**src/cdq_pkg.sv**
```systemverilog
package cdq_pkg;

   // fixed field widths
   localparam int VALUE_W = 32;
   localparam int COUNT_W = 4;
   localparam int FILL_W = 4;
   localparam int CMD_W = 2;
   localparam int STATUS_W = 2;

   // most words one pop may give
   localparam int MAX_RESULTS = 8;

   // default store depth
   localparam int DEF_CAPACITY = 8;

   // command codes
   localparam logic [CMD_W-1:0] CMD_PUSH_REAR = 2'd0;
   localparam logic [CMD_W-1:0] CMD_POP_FRONT = 2'd1;
   localparam logic [CMD_W-1:0] CMD_PUSH_FRONT = 2'd2;
   localparam logic [CMD_W-1:0] CMD_POP_REAR = 2'd3;

   // result status codes
   localparam logic [STATUS_W-1:0] ST_OK = 2'd0;
   localparam logic [STATUS_W-1:0] ST_FULL = 2'd1;
   localparam logic [STATUS_W-1:0] ST_EMPTY = 2'd2;

   // controller to datapath commands
   typedef struct packed {
      logic                capture;
      logic                push_en;
      logic                read_en;
      logic                load_out;
      logic                out_use_data;
      logic [STATUS_W-1:0] out_status;
      logic                out_last;
   } dp_cmd_type;

   // datapath to controller status
   typedef struct packed {
      logic               is_push;
      logic               full;
      logic               empty;
      logic               count_zero;
      logic [COUNT_W-1:0] take;
      logic               out_free;
   } dp_status_type;

endpackage

```
**src/cdq_datapath.sv**
```systemverilog
module cdq_datapath #(
   parameter int CAPACITY = cdq_pkg::DEF_CAPACITY
) (
   input  logic                         clock,
   input  logic                         reset,
   input  cdq_pkg::dp_cmd_type          cmd,
   output cdq_pkg::dp_status_type       status,
   input  logic [cdq_pkg::CMD_W-1:0]    in_command,
   input  logic [cdq_pkg::VALUE_W-1:0]  in_value,
   input  logic [cdq_pkg::COUNT_W-1:0]  in_count,
   output logic                         out_valid,
   input  logic                         out_ready,
   output logic [cdq_pkg::VALUE_W-1:0]  out_value,
   output logic [cdq_pkg::STATUS_W-1:0] out_status,
   output logic                         out_last,
   output logic [cdq_pkg::FILL_W-1:0]   out_fill
);
   import cdq_pkg::*;

   localparam int IDX_W = $clog2(CAPACITY);
   localparam int OCC_W = $clog2(CAPACITY + 1);
   localparam int CMP_W = OCC_W + COUNT_W;
   localparam logic [IDX_W-1:0] LAST_IDX = IDX_W'(CAPACITY - 1);
   localparam logic [OCC_W-1:0] FULL_OCC = OCC_W'(CAPACITY);

   // entry store
   logic [VALUE_W-1:0] mem [CAPACITY];
   logic [VALUE_W-1:0] rd_data_ff;

   // pointers and count
   logic [IDX_W-1:0] head_ff, head_in;
   logic [IDX_W-1:0] tail_ff, tail_in;
   logic [OCC_W-1:0] occ_ff, occ_in;

   // captured command word
   logic [CMD_W-1:0]   cmd_ff;
   logic [VALUE_W-1:0] value_ff;
   logic [COUNT_W-1:0] count_ff;

   // output register
   logic                valid_ff, valid_in;
   logic [VALUE_W-1:0]  value_out_ff;
   logic [STATUS_W-1:0] status_out_ff;
   logic                last_out_ff;
   logic [FILL_W-1:0]   fill_out_ff;

   logic               is_push;
   logic               is_front;
   logic [IDX_W-1:0]   wr_addr;
   logic [IDX_W-1:0]   rd_addr;
   logic [COUNT_W-1:0] sat_count;
   logic [CMP_W-1:0]   sat_wide;
   logic [CMP_W-1:0]   occ_wide;
   logic [CMP_W-1:0]   take_wide;
   logic [CMP_W-1:0]   fill_wide;

   function automatic logic [IDX_W-1:0] wrap_inc(input logic [IDX_W-1:0] i);
      return (i == LAST_IDX) ? '0 : i + 1'b1;
   endfunction

   function automatic logic [IDX_W-1:0] wrap_dec(input logic [IDX_W-1:0] i);
      return (i == '0) ? LAST_IDX : i - 1'b1;
   endfunction

   // decode of the held command
   assign is_push = (cmd_ff == CMD_PUSH_REAR) || (cmd_ff == CMD_PUSH_FRONT);
   assign is_front = (cmd_ff == CMD_PUSH_FRONT) || (cmd_ff == CMD_POP_FRONT);

   // run length: request saturated, then limited by what is stored
   assign sat_count = (count_ff > COUNT_W'(MAX_RESULTS)) ? COUNT_W'(MAX_RESULTS) : count_ff;
   assign sat_wide = {{OCC_W{1'b0}}, sat_count};
   assign occ_wide = {{COUNT_W{1'b0}}, occ_ff};
   assign take_wide = (sat_wide < occ_wide) ? sat_wide : occ_wide;

   // pointer and count updates
   always_comb begin
      head_in = head_ff;
      tail_in = tail_ff;
      occ_in = occ_ff;
      if (cmd.push_en) begin
         if (is_front) begin
            head_in = wrap_dec(head_ff);
         end else begin
            tail_in = wrap_inc(tail_ff);
         end
         occ_in = occ_ff + 1'b1;
      end else if (cmd.read_en) begin
         if (is_front) begin
            head_in = wrap_inc(head_ff);
         end else begin
            tail_in = wrap_dec(tail_ff);
         end
         occ_in = occ_ff - 1'b1;
      end
   end

   assign wr_addr = is_front ? head_in : tail_in;
   assign rd_addr = is_front ? head_ff : tail_ff;

   // fill level after this word, modulo the field width
   assign fill_wide = {{COUNT_W{1'b0}}, occ_in};

   // output slot handshake
   assign valid_in = cmd.load_out | (valid_ff & ~out_ready);

   always_ff @(posedge clock) begin
      if (reset) begin
         head_ff <= '0;
         tail_ff <= LAST_IDX;
         occ_ff <= '0;
         valid_ff <= 1'b0;
      end else begin
         head_ff <= head_in;
         tail_ff <= tail_in;
         occ_ff <= occ_in;
         valid_ff <= valid_in;
      end
   end

   // store write and registered read
   always_ff @(posedge clock) begin
      if (cmd.push_en) begin
         mem[wr_addr] <= value_ff;
      end
      if (cmd.read_en) begin
         rd_data_ff <= mem[rd_addr];
      end
   end

   // command capture and output payload
   always_ff @(posedge clock) begin
      if (cmd.capture) begin
         cmd_ff <= in_command;
         value_ff <= in_value;
         count_ff <= in_count;
      end
      if (cmd.load_out) begin
         value_out_ff <= cmd.out_use_data ? rd_data_ff : '0;
         status_out_ff <= cmd.out_status;
         last_out_ff <= cmd.out_last;
         fill_out_ff <= fill_wide[FILL_W-1:0];
      end
   end

   assign status.is_push = is_push;
   assign status.full = (occ_ff == FULL_OCC);
   assign status.empty = (occ_ff == '0);
   assign status.count_zero = (count_ff == '0);
   assign status.take = take_wide[COUNT_W-1:0];
   assign status.out_free = ~valid_ff | out_ready;

   assign out_valid = valid_ff;
   assign out_value = value_out_ff;
   assign out_status = status_out_ff;
   assign out_last = last_out_ff;
   assign out_fill = fill_out_ff;

endmodule

```
**src/cdq_ctrl.sv**
```systemverilog
module cdq_ctrl (
   input  logic                   clock,
   input  logic                   reset,
   input  logic                   in_valid,
   output logic                   in_ready,
   input  cdq_pkg::dp_status_type status,
   output cdq_pkg::dp_cmd_type    cmd
);
   import cdq_pkg::*;

   typedef enum logic [1:0] {
      S_IDLE,
      S_START,
      S_READ,
      S_DATA
   } state_type;

   state_type          state_ff, state_in;
   logic [COUNT_W-1:0] remain_ff, remain_in;

   // next state and datapath commands
   always_comb begin
      state_in = state_ff;
      remain_in = remain_ff;
      cmd = '0;
      cmd.out_status = ST_OK;
      unique case (state_ff)
         S_IDLE: begin
            if (in_valid) begin
               cmd.capture = 1'b1;
               state_in = S_START;
            end
         end
         S_START: begin
            priority if (status.is_push) begin
               if (status.out_free) begin
                  cmd.push_en = ~status.full;
                  cmd.load_out = 1'b1;
                  cmd.out_status = status.full ? ST_FULL : ST_OK;
                  cmd.out_last = 1'b1;
                  state_in = S_IDLE;
               end
            end else if (status.empty || status.count_zero) begin
               if (status.out_free) begin
                  cmd.load_out = 1'b1;
                  cmd.out_status = status.empty ? ST_EMPTY : ST_OK;
                  cmd.out_last = 1'b1;
                  state_in = S_IDLE;
               end
            end else begin
               remain_in = status.take;
               state_in = S_READ;
            end
         end
         S_READ: begin
            cmd.read_en = 1'b1;
            remain_in = remain_ff - 1'b1;
            state_in = S_DATA;
         end
         S_DATA: begin
            if (status.out_free) begin
               cmd.load_out = 1'b1;
               cmd.out_use_data = 1'b1;
               cmd.out_last = (remain_ff == '0);
               state_in = (remain_ff == '0) ? S_IDLE : S_READ;
            end
         end
         default: begin
            state_in = S_IDLE;
         end
      endcase
   end

   // state and run counter
   always_ff @(posedge clock) begin
      if (reset) begin
         state_ff <= S_IDLE;
         remain_ff <= '0;
      end else begin
         state_ff <= state_in;
         remain_ff <= remain_in;
      end
   end

   assign in_ready = (state_ff == S_IDLE);

endmodule

```
**src/circular_deque.sv**
```systemverilog
// Double-ended queue of CAPACITY signed 32-bit values in a circular store.
// Each request word pushes one value at the rear or front, or pops up to
// pop_count values (saturated at eight) from the front or rear. A push gives
// one response word with status ok or full; a pop gives one word per value
// removed, in removal order, with tlast on the final one, or a single word
// with status empty when nothing is stored. A pop count of zero on a non-empty
// deque gives one ok word and changes nothing. Every response carries the fill
// level after it, modulo 16. A request is taken in the idle state once the
// previous one finishes. A push, or a pop that removes nothing, loads its
// response in the start state; other pops take a read and a data state per
// value for the registered store read. The response register lets a request be
// taken while the last response still waits, and stalls the run when full.
module circular_deque #(
   parameter int CAPACITY = cdq_pkg::DEF_CAPACITY
) (
   input  logic        clock,
   input  logic        reset,
   // req_tdata: push_value [31:0], pop_count [35:32], zero fill [39:36]
   input  logic [39:0] req_tdata,
   // req_tuser: command [1:0]
   input  logic [1:0]  req_tuser,
   input  logic        req_tvalid,
   output logic        req_tready,
   // rsp_tdata: popped_value [31:0], fill_level [35:32], zero fill [39:36]
   output logic [39:0] rsp_tdata,
   // rsp_tuser: status [1:0]
   output logic [1:0]  rsp_tuser,
   output logic        rsp_tlast,
   output logic        rsp_tvalid,
   input  logic        rsp_tready
);
   import cdq_pkg::*;

   dp_cmd_type    cmd;
   dp_status_type status;

   logic [VALUE_W-1:0] out_value;
   logic [FILL_W-1:0]  out_fill;

   // sequencer
   cdq_ctrl u_ctrl (
      .clock    (clock),
      .reset    (reset),
      .in_valid (req_tvalid),
      .in_ready (req_tready),
      .status   (status),
      .cmd      (cmd)
   );

   // store, pointers and response register
   cdq_datapath #(
      .CAPACITY (CAPACITY)
   ) u_datapath (
      .clock      (clock),
      .reset      (reset),
      .cmd        (cmd),
      .status     (status),
      .in_command (req_tuser),
      .in_value   (req_tdata[31:0]),
      .in_count   (req_tdata[35:32]),
      .out_valid  (rsp_tvalid),
      .out_ready  (rsp_tready),
      .out_value  (out_value),
      .out_status (rsp_tuser),
      .out_last   (rsp_tlast),
      .out_fill   (out_fill)
   );

   assign rsp_tdata = {4'b0000, out_fill, out_value};

endmodule

```
**config.mk**
```make
export PLATFORM = sky130hd
export DESIGN_NAME = circular_deque
export DESIGN_NICKNAME = d
export VERILOG_FILES = /design/src/cdq_pkg.sv /design/src/cdq_datapath.sv /design/src/cdq_ctrl.sv /design/src/circular_deque.sv
export SDC_FILE = /design/constraint.sdc
export NUM_CORES = 1
export LEC_CHECK = 0
export BUFFER_PORTS_ARGS = -buffer_cell sky130_fd_sc_hd__clkbuf_2
export CORE_ASPECT_RATIO = 0.6
export CORE_MARGIN = 8
export CORE_UTILIZATION = 35
export CTS_BUF_LIST = sky130_fd_sc_hd__clkbuf_4
export DETAILED_ROUTE_END_ITERATION = 12
export PLACE_DENSITY = 0.51
export SLEW_MARGIN = 40
export SYNTH_ARGS = -nofsm -noshare
export SYNTH_HDL_FRONTEND = slang
export SYNTH_HIERARCHICAL = 1
export SYNTH_SLANG_ARGS = --single-unit
```
**constraint.sdc**
```tcl
create_clock -name clock -period 11.15 [get_ports clock]
set_clock_uncertainty 0.15 [all_clocks]
set_input_delay 0.5575 -clock clock [delete_from_list [all_inputs] [get_ports clock]]
set_output_delay 0.5575 -clock clock [all_outputs]
set_load 0.05 [all_outputs]
```
# Yosys cells after proc, flatten, opt, wreduce, memory -nomap -nowiden
# Memories as Yosys holds them, arrays and structs flattened. A register that Yosys moved wholly into a read port is not among the register bits.
# Index checks and enable logic that the tools add are counted.
[totals] ff_bits=94 ramBits=256 mem_count=1
[memory_table] memory="u_datapath.mem" words=8 width=32 read_ports=1 rd_ports_with_merged_regs=1 write_ports=1 line="cdq_datapath.sv:27" source="logic [VALUE_W-1:0] mem [CAPACITY];"
[classes] add_sub_neg=7 magnitude_cmp=2 eq_ne=12 mux=50 bitwise_logic=6 reduce_logical=13
[ops] cell="3-bit two-way mux" count=18
[ops] cell="4-bit two-way mux" count=6
[ops] cell="2-bit two-way mux" count=8
[ops] cell="1-bit two-way mux" count=14
[ops] cell="4-bit zero test" count=3
[ops] cell="2-bit != test, second input constant" count=4
[ops] cell="2-bit case mux with 4 select lines" count=1
[ops] cell="4-bit case mux with 2 select lines" count=1
[ops] cell="4-bit by 1-bit subtractor with 4-bit output, second input constant" count=2
[ops] cell="3-bit by 1-bit adder with 3-bit output, second input constant" count=2
[ops] cell="2-bit == test, second input constant" count=3
[ops] cell="3-bit == test, second input constant" count=2
[ops] cell="3-bit zero test" count=2
[ops] cell="3-bit by 1-bit subtractor with 3-bit output, second input constant" count=2
[ops] cell="4-bit by 1-bit adder with 4-bit output, second input constant" count=1
[ops] cell="2-bit by 1-bit == test with 1-bit output, second input constant" count=2
[ops] cell="4-bit == test, second input constant" count=1
[ops] cell="4-bit > comparator, second input constant" count=1
[ops] cell="2-bit zero test" count=2
[ops] cell="4-bit < comparator" count=1
[ops] cell="1-bit case mux with 2 select lines" count=2
[ops] cell="1-bit logical OR" count=3
[ops] cell="1-bit NOT" count=3
[ops] cell="3-bit AND reduction" count=1
[ops] cell="other kinds (4)" count=5

# Depth between registers and ports, before layout
# Gate-level depths: netlist (run 1).
[logic_depth] word_depth=7 depth_mapped=10 depth_no_buf=9

# Cells and area by module
# Netlist (run 1), hierarchy kept.
[modules_own_cells] module="cdq_datapath" n_inst=1 cells_per_inst=1030 area_each_um2=15397.3 seq_area_each_um2=11180.7
[modules_own_cells] module="cdq_ctrl" n_inst=1 cells_per_inst=50 area_each_um2=422.9 seq_area_each_um2=120.1
[modules_own_cells] module="circular_deque" n_inst=1 cells_per_inst=5 area_each_um2=33.8 seq_area_each_um2=0.0

# Worst setup path after synthesis (run 1)
# No wires, ideal clock.
[synth_timing] path_type="reg-to-reg" from="register u_ctrl.state_ff[1]" to="memory u_datapath.mem[4][0] (enable)" setup_time_ps=461 arrival_time_ps=4750 t_required_ps=10539 path_slack_ps=5789 stages_incl_launch_ff=8 n_path_buf=2 synth_period_minus_slack_ps=5361 path_cell_list="dfxtp_1 nor2b_1 clkbuf_1 buf_2 nor2b_1 a21oi_1 o21a_1 nor3_1"
[synth_rtl] element="start: declaration" line="cdq_ctrl.sv:18" source="state_type state_ff, state_in;"
[synth_rtl] element="start signal: assignment" line="cdq_ctrl.sv:80" source="state_ff <= state_in;"
[synth_rtl] element="end: declaration" line="cdq_datapath.sv:27"

==> metrics.txt, run 1 <==
WP data required=around 11 ns; top-count cell post-synth=edfxtp_1; pre-CTS setup slack=just under 7 ns; met1 GRT Util=0.200; WL per Instance=19.5 um; vias in the first global route=~9,700; Port Buffers=82; unrepaired setup endpoints after global routing=no; CTS HTree Levels=3; GRT Overall Usage=0.140; Yosys reg bits=approximately 380; 1st-pass router iterations=5; Worst-Margin Slew=about 0.84 ns; GRT met2 Usage=0.202; dominant cell type by area after synthesis=edfxtp_1; number of buffers created by CTS=93; Commonest cells post-synth=edfxtp_1, nor2_1, mux2i_1; area delta synth->final=16.7%; GRT met3 Usage=0.0356; worst rel slew slack=0.438; Avg Cell Area, Syn=14.6 um^2; Mapped Area=~0.016 mm^2; via count=around 9,500; status=complete, no violations; mux cell area share after synthesis=0.0442; vias per inst=roughly 4.9; HPWL Detailed=a little under 20 mm; setup violators final=0; Inst Count DP=between 1,500 and 2,000; GR Overflow Total=0; Yosys warning count=6; Clock Latency Late Sink=0.80 ns; endpoint type of the worst setup path=register; Post-Synth Adder-Cell Area=0.0134; Site Rows=60; R2R Path Start=u_datapath/occ_ff[0]$_SDFF_PP0_; global-route wire length before repair=approximately 57 mm; Post-synth ARST share=0; post_cts resized=0; final hold vios=0; post-route ant nets=0; GR peak layer=met2; DIE WIDTH=slightly below 300 um; synthesized instance count=between 1,000 and 1,500; Hold WS=around 0.33 ns; CP startpoint kind=register; share of layout cells above drive strength 1=0.203; antenna violations before repair=1; drt initial violations=752; Max Cap Violations=0; setup slack after layout=between 6 and 7 ns; Hold Crit Start=req_tdata[8]; Top FF cell, synth=edfxtp_1; GP Congestion=around 0.75; period utilization=0.379; full die area=0.0526 mm^2; RR Endpoint=u_datapath/mem[7][16]$_DFFE_PP_; Post-Synth XOR/XNOR Area=0.00166; Starting Density=0.354; top cell type's share of synthesized area=0.691; top post-synthesis cells by area=edfxtp_1, mux2i_1, nor2b_1; Peak VDD IR=0.0000659 V; Reg2Reg Setup Slack=6.93 ns; clk buf depth=3; LEAKAGE=about 0.0065 uW; Pwr Density=roughly 170 mW/mm^2; hold depth=2; critical path start-end classification=register to register; worst hold path class=input pin to register; Fmax=between 0.2 and 0.25 GHz; Routed WL=between 30 and 40 mm; worst min-delay path endpoint=u_datapath/value_ff[8]$_DFFE_PP_; complex-gate fraction of the synthesized area=0.104; largest family of logic cells by synthesized area=compound AO/OA/AOI/OAI gates; Clock Pin Slew Worst Setup and Hold Paths=approximately 0.07 ns; Post-synth EDFFs=365; Max Transition Viols Final=0; Final nets=1,322; largest net degree at the start of global routing=72; Die H=approximately 180 um; final core occ=0.413; simple-gate area share of the yosys netlist=0.0957; Seq/Total Area, Yosys=0.713; # IOs=~90; root buffer cell=clkbuf_4; min cycle time layout=4.22 ns; Synth cell types=62; post-route insts no fill=1,912; DRC violation count after routing=0; clock sink count=approximately 380; Core Area=0.0447 mm^2; CTS tree=yes; CP max FO=23; R2R depth=9; CP arrival=4.48 ns; Fin Setup TNS=0 ns
## critical path: stages (launching register included)
cell and delay, ns:
dfxtp_1 0.49, inv_1 0.08, ha_1 0.23, and3_1 0.20
and3b_1 0.69, or4_1 0.21, o31ai_1 0.07, or4_4 0.60
nor3_4 0.59, buf_4 0.51
## stage by stage
stage	instance area [um^2]	total power, uW
floorplan	15900	2010
global placement	16900	2140
detailed placement	17000	2140
CTS	18500	3290
global route	18500	3400
finish	18500	3240
## how the worst max path moves through the flow
stage	startpoint	endpoint	slack [ns]
global placement	rsp_tready	u_datapath/mem[7][18]$_DFFE_PP_	6.91
floorplan	u_ctrl/state_ff[1]$_SDFFE_PP0P_	u_datapath/mem[4][0]$_DFFE_PP_	5.79
CTS	u_datapath/occ_ff[0]$_SDFF_PP0_	u_datapath/mem[7][17]$_DFFE_PP_	6.88
global route	u_datapath/occ_ff[0]$_SDFF_PP0_	u_datapath/mem[7][17]$_DFFE_PP_	6.61
detailed placement	rsp_tready	u_datapath/mem[7][18]$_DFFE_PP_	6.89
finish	u_datapath/occ_ff[0]$_SDFF_PP0_	u_datapath/mem[7][16]$_DFFE_PP_	6.93
## sequential cells by signal, summed over array words and instances, names as in the netlist
name / cells
u_ctrl/remain_ff: 4
u_datapath/cmd_ff: 2
u_datapath/head_ff: 3
u_datapath/out_status: 2
u_datapath/tail_ff: 3
u_ctrl/state_ff: 2
u_datapath/out_fill: 4
u_datapath/rd_data_ff: 32
u_datapath/out_value: 32
u_datapath/occ_ff: 4
u_datapath/count_ff: 4
u_datapath/out_valid: 1
u_datapath/mem: 256
u_datapath/out_last: 1
u_datapath/value_ff: 32
## report_power, final
group | internal (uW) | switching (uW)
registers | 1640 | 34.2
clock network | 556 | 563
logic | 150 | 291
total | 2350 | 888
## logic make-up after synthesis
| family | count (synthesis) |
|---|---|
| AOI/OAI and AO/OA | 252 |
| muxes | 70 |
| xor gates and xnor gates | 3 |
| adders and majority gates | 17 |
| DFF | 382 |
| and+or+nand+nor | 272 |
| other | 1 |
| buffers and inverters | 88 |
## metal layers
| metal | routed length (um) | vias up |
|---|---|---|
| li1 | - | 4540 |
| met1 | 19000 | 4634 |
| met2 | 15600 | 219 |
| met3 | 1820 | 67 |
| met4 | 807 | 0 |
| met5 | 0 | - |
## layout by cell type, fill, tap and decap left out, types with 3 or more instances in the layout
cell type      instances
a22oi_1                4
clkinv_1              22
o31ai_1               33
inv_1                 18
dfxtp_1               15
ha_1                  16
nor2_1                73
conb_1                 4
clkbuf_2              82
nor2b_1               68
or4_1                  3
buf_4                 20
xnor2_1                3
and3_1                 5
and2_1                38
o22a_1                32
or4b_1                 3
o21ai_0               10
clkbuf_4             129
nand2b_1              39
a21oi_1               42
dlygate4sd3_1         42
nand3_1                6
o21ai_1               32
edfxtp_1             365
nand2_1               11
o22ai_1               65
o211ai_1               5
mux2i_1               68
a21oi_4                4
nor3_1                 3
nor3_2                 3
o21a_1                 3
## area by class of cell
| class | instances | area, um^2 |
|---|---|---|
| antenna | 1 | 2.50 |
| inverter | 18 | 67.6 |
| tap | 589 | 737 |
| timing repair buffer | 146 | 1000 |
| multi-input combinational | 618 | 4260 |
| clock buffer | 129 | 968 |
| clock inverter | 29 | 150 |
| fill | 4165 | 26200 |
| sequential | 382 | 11300 |
## repair_timing
item,4_1_cts,5_1_grt
hold buffers,42,0
buffers inserted,0,0
endpoints found under the hold margin,46,0
(Power assumes the default switching activity.)
==> run 2, diff against run 1 <==
ABC_AREA = 1   (was default)
clock period = 4.37 ns   (was 11.15 ns; I/O delays follow)
==> run 2 against run 1 <==
Sequential share of layout area fell by 0.38 points. First-iteration DRC count fell by 22%. Via count up 2.8%. Register-to-register slack lost 6.0 ns. Critical endpoint is now u_datapath/mem[1][16]$_DFFE_PP_. Largest cell class unchanged. Cell area rose by 0.60%. Die area is 1.9% lower. Clock power rose to 2.5 times the previous value.
==> metrics.txt, run 2 <==
mux cell area share after synthesis=0; clock sink count=between 300 and 400; pre-CTS setup slack=0.938 ns; worst rel slew slack=0.474; top cell type's share of synthesized area=0.706; most frequent cells in the layout=edfxtp_1, nand2_1, o21ai_1; Fmax=a little under 0.3 GHz; vias in the first global route=9,644; WL per Instance=16.3 um; Pwr Density=approximately 450 mW/mm^2; Max Cap Violations=0; antenna violations before repair=2; Yosys reg bits=roughly 380; Commonest cells post-synth=edfxtp_1, nand2_1, o21ai_1; critical path depth in cells=14; top post-synthesis cells by area=edfxtp_1, nand2_1, o21ai_1; LEAKAGE=0.00711 uW; status=complete, no violations; number of buffers created by CTS=93; Final nets=~1,500; Avg Cell Area, Syn=12.5 um^2; critical path start-end classification=register to register; largest family of logic cells by synthesized area=compound AO/OA/AOI/OAI gates; DRC violation count after routing=0; clk buf depth=3; GR Overflow Total=0; Starting Density=0.356; Core Area=0.0436 mm^2; CTS HTree Levels=3; Die H=between 150 and 200 um; worst hold path class=input pin to register; Post-synth ARST share=0; root buffer cell=clkbuf_4; CP max stage delay=0.46 ns; Post-Synth Adder-Cell Area=0.0137; global-route wire length before repair=between 50 and 60 mm; area delta synth->final=19.9%; Yosys warning count=6; DIE WIDTH=288 um; R2R depth=14; # IOs=91; Setup Fix Bufs, Post-CTS=0; Seq/Total Area, Yosys=0.728; CP Cell Sequence=inv_1 > ha_1 > or2_2 > inv_1 > nor3_2 > buf_4 > inv_1 > a21oi_1 > o21ai_0 > nand3_1 > nand2_1 > nand2_1 > nor2_4 > buf_4; CP startpoint kind=register; Clock Pin Slew Worst Setup and Hold Paths=~0.060 ns; Top FF cell, synth=edfxtp_1; Max stage delay cell, worst path=buf_4; commonest non-fill, non-tap cell in the layout=edfxtp_1; CP max FO=32; Worst-Margin Slew=between 0.7 and 0.8 ns; CP Buf/Inv Count=5; Hold WS=around 0.25 ns; via count=around 10,000; hold depth=3; complex-gate fraction of the synthesized area=0.121; largest net degree at the start of global routing=approximately 90; vias per inst=between 4 and 5; full die area=0.0516 mm^2; 1st-pass router iterations=5; post-route ant nets=0; top-count cell post-synth=edfxtp_1; setup violators final=0; Site Rows=between 50 and 60; min cycle time layout=~3.4 ns; Max Transition Viols Final=0; unrepaired setup endpoints after global routing=no; GP Congestion=between 0.7 and 0.8; CP top delay family=buffers and inverters; post_cts resized=0; final hold vios=0; share of layout cells above drive strength 1=0.206; CTS tree=yes; endpoint type of the worst setup path=register; Mapped Area=0.0155 mm^2; HPWL Detailed=18.9 mm; Post-Synth XOR/XNOR Area=0.00226; Reg with most FFs=u_datapath/mem; dominant cell type by area after synthesis=edfxtp_1; GRT Overall Usage=0.136; Routed WL=roughly 34 mm; Peak VDD IR=about 0.00017 V; CP arrival=3.64 ns; number of flip-flops under the largest register name=256; Synth cell types=34; setup slack after layout=~0.96 ns; period utilization=0.780; simple-gate area share of the yosys netlist=0.0733; Fin Setup TNS=0 ns; WP data required=between 4 and 5 ns; drt initial violations=590; synthesized instance count=1,243; Port Buffers=82; Post-synth EDFFs=~370; Worst path most repeated cell=inv_1; Clock Latency Late Sink=between 0.7 and 0.8 ns
==> run 2: through the flow <==
stage | power (uW) | instance area (um^2) | instances | utilization
floorplan | 5210 | 15500 | 1246 | -
global placement | 5520 | 16600 | 1862 | 0.381
detailed placement | 5550 | 16700 | 1864 | 0.382
CTS | 8510 | 18600 | 2102 | 0.427
global route | 8830 | 18600 | 2104 | 0.427
finish | 8350 | 18600 | 2104 | 0.427
==> run 2: power by group <==
| group | internal [uW] | switching [uW] |
|---|---|---|
| registers | 4180 | 74.8 |
| clock network | 1470 | 1380 |
| logic | 391 | 856 |
| total | 6040 | 2310 |
==> run 2: what timing repair did <==
action	4_1_cts	5_1_grt
hold buffers	81	0
endpoints found under the hold margin	75	0
setup endpoints to repair	0	0
==> run 2: final timing paths <==
path,start,endpoint,slack (ns)
setup / recovery,u_datapath/cmd_ff[0]$_DFFE_PP_,u_datapath/mem[1][16]$_DFFE_PP_,0.96
hold / removal,reset,u_ctrl/remain_ff[3]$_SDFFE_PP0P_,0.25
setup reg to reg,u_datapath/cmd_ff[0]$_DFFE_PP_,u_datapath/mem[1][16]$_DFFE_PP_,0.96
hold reg to reg,u_ctrl/remain_ff[1]$_SDFFE_PP0P_,u_ctrl/remain_ff[1]$_SDFFE_PP0P_,0.34
==> run 2: worst min-delay path: stages <==
cell and delay, ns:
dlygate4sd3_1 0.52, clkbuf_2 0.33, a21oi_2 0.04
==> run 2: cell families after synthesis <==
| family | after synthesis |
|---|---|
| DFF | 382 |
| AOI/OAI and AO/OA | 351 |
| and+or+nand+nor | 279 |
| buffers and inverters | 209 |
| adders and majority gates | 17 |
| xor gates and xnor gates | 4 |
| other | 1 |
==> run 2: cell type report <==
cell class | count | area (um^2)
Antenna cell | 2 | 5.00
Clock buffer | 135 | 1010
Clock inverter | 22 | 119
Fill cell | 4129 | 24900
Inverter | 139 | 527
Multi-Input combinational cell | 655 | 3390
Sequential cell | 382 | 11300
Tap cell | 579 | 724
Timing Repair Buffer | 190 | 1530
==> run 2: per-layer routing <==
| metal | vias to the layer above | GRT usage | routed length, um |
|---|---|---|---|
| li1 | 4856 | - | - |
| met1 | 4604 | 0.188 | 16800 |
| met2 | 204 | 0.207 | 15100 |
| met3 | 58 | 0.0377 | 1870 |
| met4 | 0 | 0.0428 | 551 |
| met5 | - | 0 | 0 |
